File: src/waq_pkg.sv
// Shared types, codes and key function for the weekly alarm queue.
// Depends on nothing; waq_if and weekly_alarm_queue refer to it by scoped names.
package waq_pkg;

	localparam int unsigned DAYS_PER_WEEK = 7;

	// Command codes of the request beat. The unused code behaves as a peek.
	localparam logic [1:0] CMD_INSERT = 2'd0;
	localparam logic [1:0] CMD_POP    = 2'd1;
	localparam logic [1:0] CMD_PEEK   = 2'd2;

	typedef enum logic [1:0] {
		STATUS_OK    = 2'd0,
		STATUS_DUP   = 2'd1,
		STATUS_FULL  = 2'd2,
		STATUS_EMPTY = 2'd3
	} status_t;

	// One stored alarm. The low 17 bits form the time of day directly.
	typedef struct packed {
		logic [2:0] day;
		logic [4:0] hour;
		logic [5:0] minute;
		logic [5:0] second;
	} entry_t;

	localparam int unsigned ENTRY_W = $bits(entry_t);
	localparam int unsigned TOD_W   = 17;
	localparam int unsigned KEY_W   = 20;

	typedef struct packed {
		logic [1:0] command;
		logic [2:0] alarm_day;
		logic [4:0] alarm_hour;
		logic [5:0] alarm_minute;
		logic [5:0] alarm_second;
		logic [2:0] now_day;
		logic [4:0] now_hour;
		logic [5:0] now_minute;
		logic [5:0] now_second;
	} req_t;

	typedef struct packed {
		status_t    status;
		logic [6:0] alarm_count;
		logic       head_valid;
		logic [2:0] head_day;
		logic [4:0] head_hour;
		logic [5:0] head_minute;
		logic [5:0] head_second;
	} rsp_t;

	// A three-bit weekday reduced modulo seven; only the value seven folds.
	function automatic logic [2:0] day_mod7(input logic [2:0] d);
		return (d == 3'(DAYS_PER_WEEK)) ? 3'd0 : d;
	endfunction

	// Days ahead in the top three bits, time of day below. An alarm earlier
	// today is pushed a full week ahead; one equal to now stays today.
	function automatic logic [KEY_W-1:0] fire_key(input entry_t e, input logic [2:0] now_day,
		input logic [TOD_W-1:0] now_tod);
		logic [2:0] d7;
		logic [2:0] n7;
		logic [3:0] diff;
		logic [2:0] ahead;
		logic [TOD_W-1:0] tod;
		d7 = day_mod7(e.day);
		n7 = day_mod7(now_day);
		tod = e[TOD_W-1:0];
		if (d7 < n7) begin
			diff = {1'b0, d7} + 4'(DAYS_PER_WEEK) - {1'b0, n7};
		end else begin
			diff = {1'b0, d7} - {1'b0, n7};
		end
		ahead = diff[2:0];
		if (ahead == 3'd0 && tod < now_tod) begin
			ahead = 3'(DAYS_PER_WEEK);
		end
		return {ahead, tod};
	endfunction

endpackage

File: src/waq_if.sv
// Request and response stream interfaces of the weekly alarm queue.
// Depends on waq_pkg for the payload structs.
interface waq_req_if;
	logic          valid;
	logic          ready;
	waq_pkg::req_t data;

	modport source (output valid, output data, input ready);
	modport sink (input valid, input data, output ready);
endinterface

interface waq_rsp_if;
	logic          valid;
	logic          ready;
	waq_pkg::rsp_t data;

	modport source (output valid, output data, input ready);
	modport sink (input valid, input data, output ready);
endinterface

File: src/waq_ram.sv
// Generic simple dual-port RAM: one write port, one read port, registered read.
// Depends on nothing.
module waq_ram #(
	parameter int unsigned WIDTH = 20,
	parameter int unsigned DEPTH = 64
) (
	input  logic                     clk,
	input  logic                     we,
	input  logic [$clog2(DEPTH)-1:0] waddr,
	input  logic [WIDTH-1:0]         wdata,
	input  logic [$clog2(DEPTH)-1:0] raddr,
	output logic [WIDTH-1:0]         rdata
);

	logic [WIDTH-1:0] mem_q [DEPTH];

	always_ff @(posedge clk) begin
		if (we) begin
			mem_q[waddr] <= wdata;
		end
		rdata <= mem_q[raddr];
	end

endmodule

File: src/weekly_alarm_queue.sv
// Weekly alarm queue top level: sequencer, shared key compare and alarm table RAM.
// Depends on waq_pkg, waq_if (waq_req_if, waq_rsp_if) and waq_ram.
//
// Usage: each request beat on req carries a command (insert, pop or peek), the
// alarm to insert and the current time. Exactly one response beat on rsp
// follows, with a status, the number of stored alarms and the earliest alarm.
// The table is kept sorted by which alarm fires next as seen from the time
// given with the latest insert that stored an alarm.
// Work per command: a peek reads the head and answers, a pop shifts the table
// down by one entry, and an insert scans for a duplicate and, if the alarm is
// stored, then runs an exchange sort over the table (64 entries when full with
// the default CAPACITY). The work is done by the single key compare unit on the
// one read port of the table RAM, one pair of entries per cycle within a pass.
// One item is worked on at a time: req.ready is high only while the block is
// idle, and it stays low until the response beat has been taken, so a stalled
// receiver simply holds the block with its result on rsp.
// Reset clears the alarm count and the sequencer; the RAM needs no clearing
// since only entries below the count are ever used.
module weekly_alarm_queue #(
	parameter int unsigned CAPACITY = 64
) (
	input  logic      clk,
	input  logic      arst_n,
	waq_req_if.sink   req,
	waq_rsp_if.source rsp
);

	localparam int unsigned AW = $clog2(CAPACITY);
	localparam int unsigned CW = $clog2(CAPACITY + 1);

	typedef enum logic [3:0] {
		S_IDLE,
		S_DUP,
		S_APPEND,
		S_LOAD,
		S_LOADW,
		S_STEP,
		S_SHIFT,
		S_HEAD_RD,
		S_HEAD_W,
		S_OUT
	} state_t;

	state_t                     state_q;
	waq_pkg::req_t              item_q;
	waq_pkg::entry_t            cur_q;
	logic [waq_pkg::KEY_W-1:0]  cur_key_q;
	logic [AW-1:0]              i_q;
	logic [CW-1:0]              j_q;
	logic [AW-1:0]              jd_q;
	logic                       vld_q;
	logic                       dup_q;
	logic [CW-1:0]              count_q;
	waq_pkg::status_t           status_q;
	waq_pkg::rsp_t              rsp_q;
	logic                       rsp_valid_q;

	logic                       ram_we;
	logic [AW-1:0]              ram_waddr;
	waq_pkg::entry_t            ram_wdata;
	logic [AW-1:0]              ram_raddr;
	logic [waq_pkg::ENTRY_W-1:0] ram_rdata;
	waq_pkg::entry_t            rd_entry;
	waq_pkg::entry_t            new_entry;
	logic [waq_pkg::TOD_W-1:0]  now_tod;
	logic [waq_pkg::KEY_W-1:0]  rd_key;
	logic                       swap;
	logic                       more;
	logic                       next_pass;

	waq_ram #(
		.WIDTH(waq_pkg::ENTRY_W),
		.DEPTH(CAPACITY)
	) u_table (
		.clk  (clk),
		.we   (ram_we),
		.waddr(ram_waddr),
		.wdata(ram_wdata),
		.raddr(ram_raddr),
		.rdata(ram_rdata)
	);

	assign rd_entry  = waq_pkg::entry_t'(ram_rdata);
	assign new_entry = '{day: item_q.alarm_day, hour: item_q.alarm_hour,
		minute: item_q.alarm_minute, second: item_q.alarm_second};
	assign now_tod   = {item_q.now_hour, item_q.now_minute, item_q.now_second};

	// The shared unit: the key of the entry coming out of the RAM, compared
	// against the key of the entry held in cur_q. Equal keys also swap.
	assign rd_key = waq_pkg::fire_key(rd_entry, item_q.now_day, now_tod);
	assign swap   = !(cur_key_q < rd_key);

	// Another read is still to be issued in the scanning states.
	assign more = (j_q < count_q);
	// Another outer pass of the sort follows the one now ending.
	assign next_pass = ((CW + 1)'(i_q) + (CW + 1)'(2)) < (CW + 1)'(count_q);

	assign req.ready = (state_q == S_IDLE);
	assign rsp.valid = rsp_valid_q;
	assign rsp.data  = rsp_q;

	// RAM port control. In the sort and the pop shift a read and a write never meet
	// at one address: the write trails the read by one entry, or two in the shift.
	always_comb begin
		ram_we    = 1'b0;
		ram_waddr = '0;
		ram_wdata = cur_q;
		ram_raddr = '0;
		unique case (state_q)
			S_DUP, S_LOADW: begin
				ram_raddr = j_q[AW-1:0];
			end
			S_APPEND: begin
				ram_we    = 1'b1;
				ram_waddr = count_q[AW-1:0];
				ram_wdata = new_entry;
			end
			S_LOAD: begin
				ram_raddr = i_q;
			end
			S_STEP: begin
				ram_raddr = j_q[AW-1:0];
				if (vld_q) begin
					ram_we    = swap;
					ram_waddr = jd_q;
				end else begin
					// End of the pass: the minimum goes to its place.
					ram_we    = 1'b1;
					ram_waddr = i_q;
				end
			end
			S_SHIFT: begin
				ram_raddr = j_q[AW-1:0];
				ram_we    = vld_q;
				ram_waddr = jd_q - AW'(1);
				ram_wdata = rd_entry;
			end
			default: begin
				ram_raddr = '0;
			end
		endcase
	end

	always_ff @(posedge clk or negedge arst_n) begin
		if (!arst_n) begin
			state_q     <= S_IDLE;
			count_q     <= '0;
			rsp_valid_q <= 1'b0;
			vld_q       <= 1'b0;
			dup_q       <= 1'b0;
			status_q    <= waq_pkg::STATUS_OK;
		end else begin
			unique case (state_q)
				S_IDLE: begin
					if (req.valid) begin
						item_q   <= req.data;
						status_q <= waq_pkg::STATUS_OK;
						dup_q    <= 1'b0;
						vld_q    <= 1'b0;
						j_q      <= '0;
						unique case (req.data.command)
							waq_pkg::CMD_INSERT: state_q <= S_DUP;
							waq_pkg::CMD_POP: begin
								j_q     <= CW'(1);
								state_q <= (count_q == '0) ? S_HEAD_RD : S_SHIFT;
								if (count_q == '0) begin
									status_q <= waq_pkg::STATUS_EMPTY;
								end
							end
							default: state_q <= S_HEAD_RD;
						endcase
					end
				end
				S_DUP: begin
					if (vld_q && rd_entry == new_entry) begin
						dup_q <= 1'b1;
					end
					vld_q <= more;
					if (more) begin
						j_q <= j_q + CW'(1);
					end else if (!vld_q) begin
						if (dup_q) begin
							status_q <= waq_pkg::STATUS_DUP;
							state_q  <= S_HEAD_RD;
						end else if (count_q == CW'(CAPACITY)) begin
							status_q <= waq_pkg::STATUS_FULL;
							state_q  <= S_HEAD_RD;
						end else begin
							state_q <= S_APPEND;
						end
					end
				end
				S_APPEND: begin
					count_q <= count_q + CW'(1);
					i_q     <= '0;
					state_q <= (count_q == '0) ? S_HEAD_RD : S_LOAD;
				end
				S_LOAD: begin
					j_q     <= CW'(i_q) + CW'(1);
					state_q <= S_LOADW;
				end
				S_LOADW: begin
					cur_q     <= rd_entry;
					cur_key_q <= rd_key;
					jd_q      <= j_q[AW-1:0];
					j_q       <= j_q + CW'(1);
					vld_q     <= 1'b1;
					state_q   <= S_STEP;
				end
				S_STEP: begin
					if (vld_q) begin
						if (swap) begin
							cur_q     <= rd_entry;
							cur_key_q <= rd_key;
						end
						vld_q <= more;
						if (more) begin
							jd_q <= j_q[AW-1:0];
							j_q  <= j_q + CW'(1);
						end
					end else begin
						i_q     <= i_q + AW'(1);
						state_q <= next_pass ? S_LOAD : S_HEAD_RD;
					end
				end
				S_SHIFT: begin
					vld_q <= more;
					if (more) begin
						jd_q <= j_q[AW-1:0];
						j_q  <= j_q + CW'(1);
					end else if (!vld_q) begin
						count_q <= count_q - CW'(1);
						state_q <= S_HEAD_RD;
					end
				end
				S_HEAD_RD: begin
					state_q <= S_HEAD_W;
				end
				S_HEAD_W: begin
					rsp_q.status      <= status_q;
					rsp_q.alarm_count <= 7'(count_q);
					rsp_q.head_valid  <= (count_q != '0);
					if (count_q != '0) begin
						rsp_q.head_day    <= rd_entry.day;
						rsp_q.head_hour   <= rd_entry.hour;
						rsp_q.head_minute <= rd_entry.minute;
						rsp_q.head_second <= rd_entry.second;
					end else begin
						rsp_q.head_day    <= '0;
						rsp_q.head_hour   <= '0;
						rsp_q.head_minute <= '0;
						rsp_q.head_second <= '0;
					end
					rsp_valid_q <= 1'b1;
					state_q     <= S_OUT;
				end
				S_OUT: begin
					if (rsp.ready) begin
						rsp_valid_q <= 1'b0;
						state_q     <= S_IDLE;
					end
				end
				default: begin
					state_q <= S_IDLE;
				end
			endcase
		end
	end

	// The table never holds more alarms than it has room for.
	a_count_bound: assert property (@(posedge clk) disable iff (!arst_n)
		count_q <= CW'(CAPACITY))
		else $error("alarm count above capacity");

	// Once a request beat is taken, no other is taken until its response.
	a_one_item: assert property (@(posedge clk) disable iff (!arst_n)
		req.valid && req.ready |=> !req.ready)
		else $error("request taken while an item is in progress");

	// An empty-table pop leaves an empty table behind.
	a_empty_pop: assert property (@(posedge clk) disable iff (!arst_n)
		rsp.valid && rsp.data.status == waq_pkg::STATUS_EMPTY |->
		count_q == '0 && !rsp.data.head_valid)
		else $error("empty status with alarms stored");

	// The reported head matches the stored count.
	a_head_valid: assert property (@(posedge clk) disable iff (!arst_n)
		rsp.valid |-> rsp.data.head_valid == (count_q != '0))
		else $error("head valid disagrees with the alarm count");

	// Without a head, the head fields read as zero.
	a_head_zero: assert property (@(posedge clk) disable iff (!arst_n)
		rsp.valid && !rsp.data.head_valid |->
		rsp.data.head_day == '0 && rsp.data.head_hour == '0 &&
		rsp.data.head_minute == '0 && rsp.data.head_second == '0)
		else $error("head fields set on an empty table");

endmodule
File: src/flat_wrapper.sv
// flat-port wrapper written by rule: the top's interface ports become plain ports
module weekly_alarm_queue_flat 
#(
	parameter int unsigned CAPACITY = 64
)
  (clk, arst_n, req_valid, req_data, req_ready, rsp_valid, rsp_data, rsp_ready);
  waq_req_if req_i ();
  waq_rsp_if rsp_i ();
  input  logic clk;
  input  logic arst_n;
  input wire logic [$bits(req_i.valid)-1:0] req_valid;
  input wire logic [$bits(req_i.data)-1:0] req_data;
  output wire logic [$bits(req_i.ready)-1:0] req_ready;
  output wire logic [$bits(rsp_i.valid)-1:0] rsp_valid;
  output wire logic [$bits(rsp_i.data)-1:0] rsp_data;
  input wire logic [$bits(rsp_i.ready)-1:0] rsp_ready;
  assign req_i.valid = req_valid;
  assign req_i.data = req_data;
  assign req_ready = req_i.ready;
  assign rsp_valid = rsp_i.valid;
  assign rsp_data = rsp_i.data;
  assign rsp_i.ready = rsp_ready;
  weekly_alarm_queue #(.CAPACITY(CAPACITY)) u_core (.clk(clk), .arst_n(arst_n), .req(req_i), .rsp(rsp_i));
endmodule
File: config.mk
export PLATFORM = sky130hd
export DESIGN_NAME = weekly_alarm_queue_flat
export DESIGN_NICKNAME = d
export VERILOG_FILES = /design/src/waq_pkg.sv /design/src/waq_if.sv /design/src/waq_ram.sv /design/src/weekly_alarm_queue.sv /design/src/flat_wrapper.sv
export SDC_FILE = /design/constraint.sdc
export NUM_CORES = 2
export LEC_CHECK = 0
export ABC_CLOCK_PERIOD_IN_PS = 5440
export BUFFER_PORTS_ARGS = -buffer_cell sky130_fd_sc_hd__buf_2
export CORE_MARGIN = 5
export CORE_UTILIZATION = 57
export DETAILED_ROUTE_END_ITERATION = 16
export HOLD_SLACK_MARGIN = 0.03
export PLACE_DENSITY = 0.81
export SYNTH_ARGS = -nofsm -noshare
export SYNTH_HDL_FRONTEND = slang
export SYNTH_HIERARCHICAL = 1
export SYNTH_SLANG_ARGS = --single-unit
File: constraint.sdc
create_clock -name clk -period 5.44 [get_ports clk]
set_clock_uncertainty 0.2 [all_clocks]
set_input_delay 0.272 -clock clk [delete_from_list [all_inputs] [get_ports clk]]
set_output_delay 0.272 -clock clk [all_outputs]
set_load 0.005 [all_outputs]
==> flow_metrics.env <==
export IMPL_setup_ws_ns=0.0780
export IMPL_die_x_um=326
export IMPL_startpoint="u_core/item_q[19]"
export IMPL_drtAntennaViolNets=0
export IMPL_avgRoutedWirePerCell_um=32.4
export IMPL_syn_to_final_growth_pct=15.8
export IMPL_synth_mux_area_frac=0.140
export IMPL_yosysTopAreaCell="edfxtp_1"
export IMPL_dr_pass1_iters=8
export IMPL_synth_cells=2934
export IMPL_yosysSeqAreaShare=0.748
export IMPL_period_share=0.986
export IMPL_cp_slowest_stage_delay_ns=0.41
export IMPL_dr_total_vias=31401
export IMPL_arrival_ns=5.60
export IMPL_yosys_warnings=6
export IMPL_critPathLaunchType="flip-flop"
export IMPL_drt_iter0_markers=4795
export IMPL_yosys_top_cells_count="edfxtp_1 (1392), mux4_2 (264), mux2i_1 (190)"
export IMPL_synthAdderAreaFrac=0.0142
export IMPL_clock_tree_htree_level_count=4
export IMPL_r2r_start="u_core/item_q[19]"
export IMPL_ys_seq_elements=1428
export IMPL_cpMostUsedCell="buf_4"
export IMPL_synth_area_um2=56900
export IMPL_syn_avg_cell_area_um2=19.4
export IMPL_grt_antenna_before_repair=8
export IMPL_io_pins=78
export IMPL_hold_viol=0
export IMPL_fmax_ghz=0.186
export IMPL_wl_met3_um=17200
export IMPL_rows=116
export IMPL_clockRootBuffer="clkbuf_16"
export IMPL_rrSetupSlack_ns=0.08
export IMPL_ys_flop_type="edfxtp_1"
export IMPL_synth_area_leaders="edfxtp_1 (73%), mux4_2 (10%), mux2i_1 (3.3%), ha_1 (1.3%), a22oi_1 (0.86%)"
export IMPL_critPathMaxFanout=20
export IMPL_grt_pass1_wl_um=217000
export IMPL_syn_nets=3043
export IMPL_routed_wl_um=150000
export IMPL_cts_sinks=1428
export IMPL_crit_path_end="u_core/u_table/mem_q[53][17]"
export IMPL_finalPower_uw=43200
export IMPL_synth_compound_area_share=0.0451
export IMPL_reg2reg_to="u_core/u_table/mem_q[53][17]"
export IMPL_io_buffer_count=77
export IMPL_dr_max_layer_used="met5"
export IMPL_start_util=0.572
export IMPL_drive_gt1_frac=0.256
export IMPL_synth_simple_gate_area_frac=0.0272
export IMPL_cts_tree="yes"
export IMPL_yosys_cell_types_count=67
export IMPL_status="completed"
export IMPL_coreArea_um2=99600
export IMPL_drc=0
export IMPL_synth_top_family_by_area="multiplexers"
export IMPL_dp_slack_ns=-0.263
export IMPL_wl_met2_um=73300
export IMPL_setup_viol=0
export IMPL_vias_per_cell=6.77
export IMPL_grt_max_degree=69
export IMPL_dpl_hpwl_um=91200
export IMPL_crit_cells=25
export IMPL_fp_dieArea_um2=106000
export IMPL_clock_latency_ns=0.75
export IMPL_synth_edff_count=1392
export IMPL_r2r_cells=25
export IMPL_worst_path_buf_inv=7
export IMPL_min_period_ns=5.36
export IMPL_p_leak_uw=0.0215
export IMPL_vdd_drop_max_mv=0.582
export IMPL_routedLengthMet1_um=52400
export IMPL_tightest_slew_ns=1.17
export IMPL_clock_path_buffers=3
export IMPL_slew_violations=0
export IMPL_numCtsBuffers=138
export IMPL_cp_slowest_cell="edfxtp_1"
export IMPL_endpoint_kind="flip-flop"
export IMPL_crit_family="simple AND/OR/NAND/NOR gates"
export IMPL_synth_xor_area_share=0.00661
export IMPL_grt_usage=0.280
export IMPL_synth_most_common_cell="edfxtp_1"
export IMPL_relSlewSlack=0.221
export IMPL_required_ns=5.68
export IMPL_netlist_area_leader_share=0.734
export IMPL_hold_class="input pin to flip-flop"
export IMPL_p_per_area_nw_per_um2=656
export IMPL_gr_total_overflow=0
export IMPL_clkTransAtPathRegs_ns=0.06
export IMPL_gp_congestion=0.922
export IMPL_cap_violations=0
export IMPL_first_global_vias=31383
export IMPL_critPathKind="flip-flop to flip-flop"
export IMPL_async_reset_ff_frac=0.0112
export IMPL_die_y_um=326
export IMPL_fin_nets=3350
stage by stage:
step                      utilization  hold WS, ns  instances  setup TNS, ns  area (µm²)
after floorplan                     -       -0.224       2934         -23.12       57000
after global placement          0.610       0.0658       4327              0       60700
after detailed placement        0.610       0.0688       4327        -130.22       60700
after CTS                       0.659       0.0305       4623              0       65600
after global routing            0.662       0.0419       4639          -4.88       65900
final                           0.662       0.0570       4641              0       65900
flip-flops by register name, indices dropped and copies added, names as in the netlist:
| register | cells |
|---|---|
| u_core/state_q | 4 |
| u_core/j_q | 7 |
| u_core/cur_q | 17 |
| u_core/cur_key_q | 6 |
| u_core/rsp.data | 30 |
| u_core/dup_q | 1 |
| u_core/rsp.valid | 1 |
| u_core/i_q | 6 |
| u_core/u_table/mem_q | 1280 |
| u_core/jd_q | 6 |
| u_core/status_q | 2 |
| u_core/count_q | 7 |
| u_core/vld_q | 1 |
| u_core/item_q | 40 |
| u_core/u_table/rdata | 20 |
cell type report:
type	count	area, µm²
Inverter	78	298
Timing Repair Buffer	324	3480
Clock buffer	177	3750
Antenna cell	2	5.00
Fill cell	6044	33600
Multi-Input combinational cell	1271	13600
Clock inverter	63	586
Sequential cell	1428	42600
Tap cell	1298	1620
repair_timing:
item                                    in CTS  in global routing
endpoints found under the setup margin    1225               1280
resized for setup                            7                 23
cloned                                       1                  8
setup buffers                                3                  8
pin swaps                                    2                 13
hold buffers                                52                  0
endpoints found under the hold margin       66                  0
per-layer routing:
layer / global-route usage / vias up
li1: - / 12635
met1: 0.373 / 16055
met2: 0.452 / 2302
met3: 0.0666 / 403
met4: 0.118 / 6
met5: 0 / -
how the worst min path moves through the flow:
stage,start,cells after the start,to,slack (ns)
floorplan,arst_n,0,u_core/count_q[0],-0.22
global placement,arst_n,1,u_core/rsp.valid,0.07
detailed placement,arst_n,1,u_core/rsp.valid,0.07
CTS,req_data[25],2,u_core/item_q[25],0.03
global route,req_data[5],2,u_core/item_q[5],0.04
finish,req_data[5],2,u_core/item_q[5],0.06
power breakdown:
group	internal [µW]	total (µW)	switching, µW
clock	5290	9270	3970
sequential	14800	15200	480
combinational	6540	18700	12200
cells by family (layout without fill, tap and decap cells):
kind of cell | Yosys count | after routing
AO/OA/AOI/OAI | 379 | 379
XOR/XNOR | 43 | 43
adder cells (fa/ha/maj) | 63 | 63
buffers and inverters | 235 | 642
flip-flops | 1428 | 1428
multiplexers | 463 | 463
other | 0 | 2
AND/OR/NAND/NOR | 323 | 323
cells in the final DEF, fill, tap and decap left out, types with 8 or more instances in the layout:
cell              n
nand2b_1         16
a21o_1           21
and2_1            8
nand3_1          18
xor2_1           20
nor2_2           55
mux2i_1         190
buf_4           105
o22ai_1          56
nor3_1           14
dfxtp_1          19
bufinv_16         9
dlygate4sd3_1    52
a222oi_1         21
a22oi_1          65
edfxtp_1       1392
a31oi_1          50
buf_2            77
nor2b_1          11
inv_1            56
nand2_1          69
clkbuf_16       148
mux4_2          264
clkinv_2         27
dfrtp_1          16
o21ai_0          59
buf_12           79
inv_2            17
nor2_1           54
clkinv_1         17
and3_1           20
xnor2_1          22
nor2_4            9
ha_1             58
nand4_1          12
clkbuf_1         30
a21oi_1          34
o31ai_1          16
No activity file was read; power rests on OpenSTA's default activity.
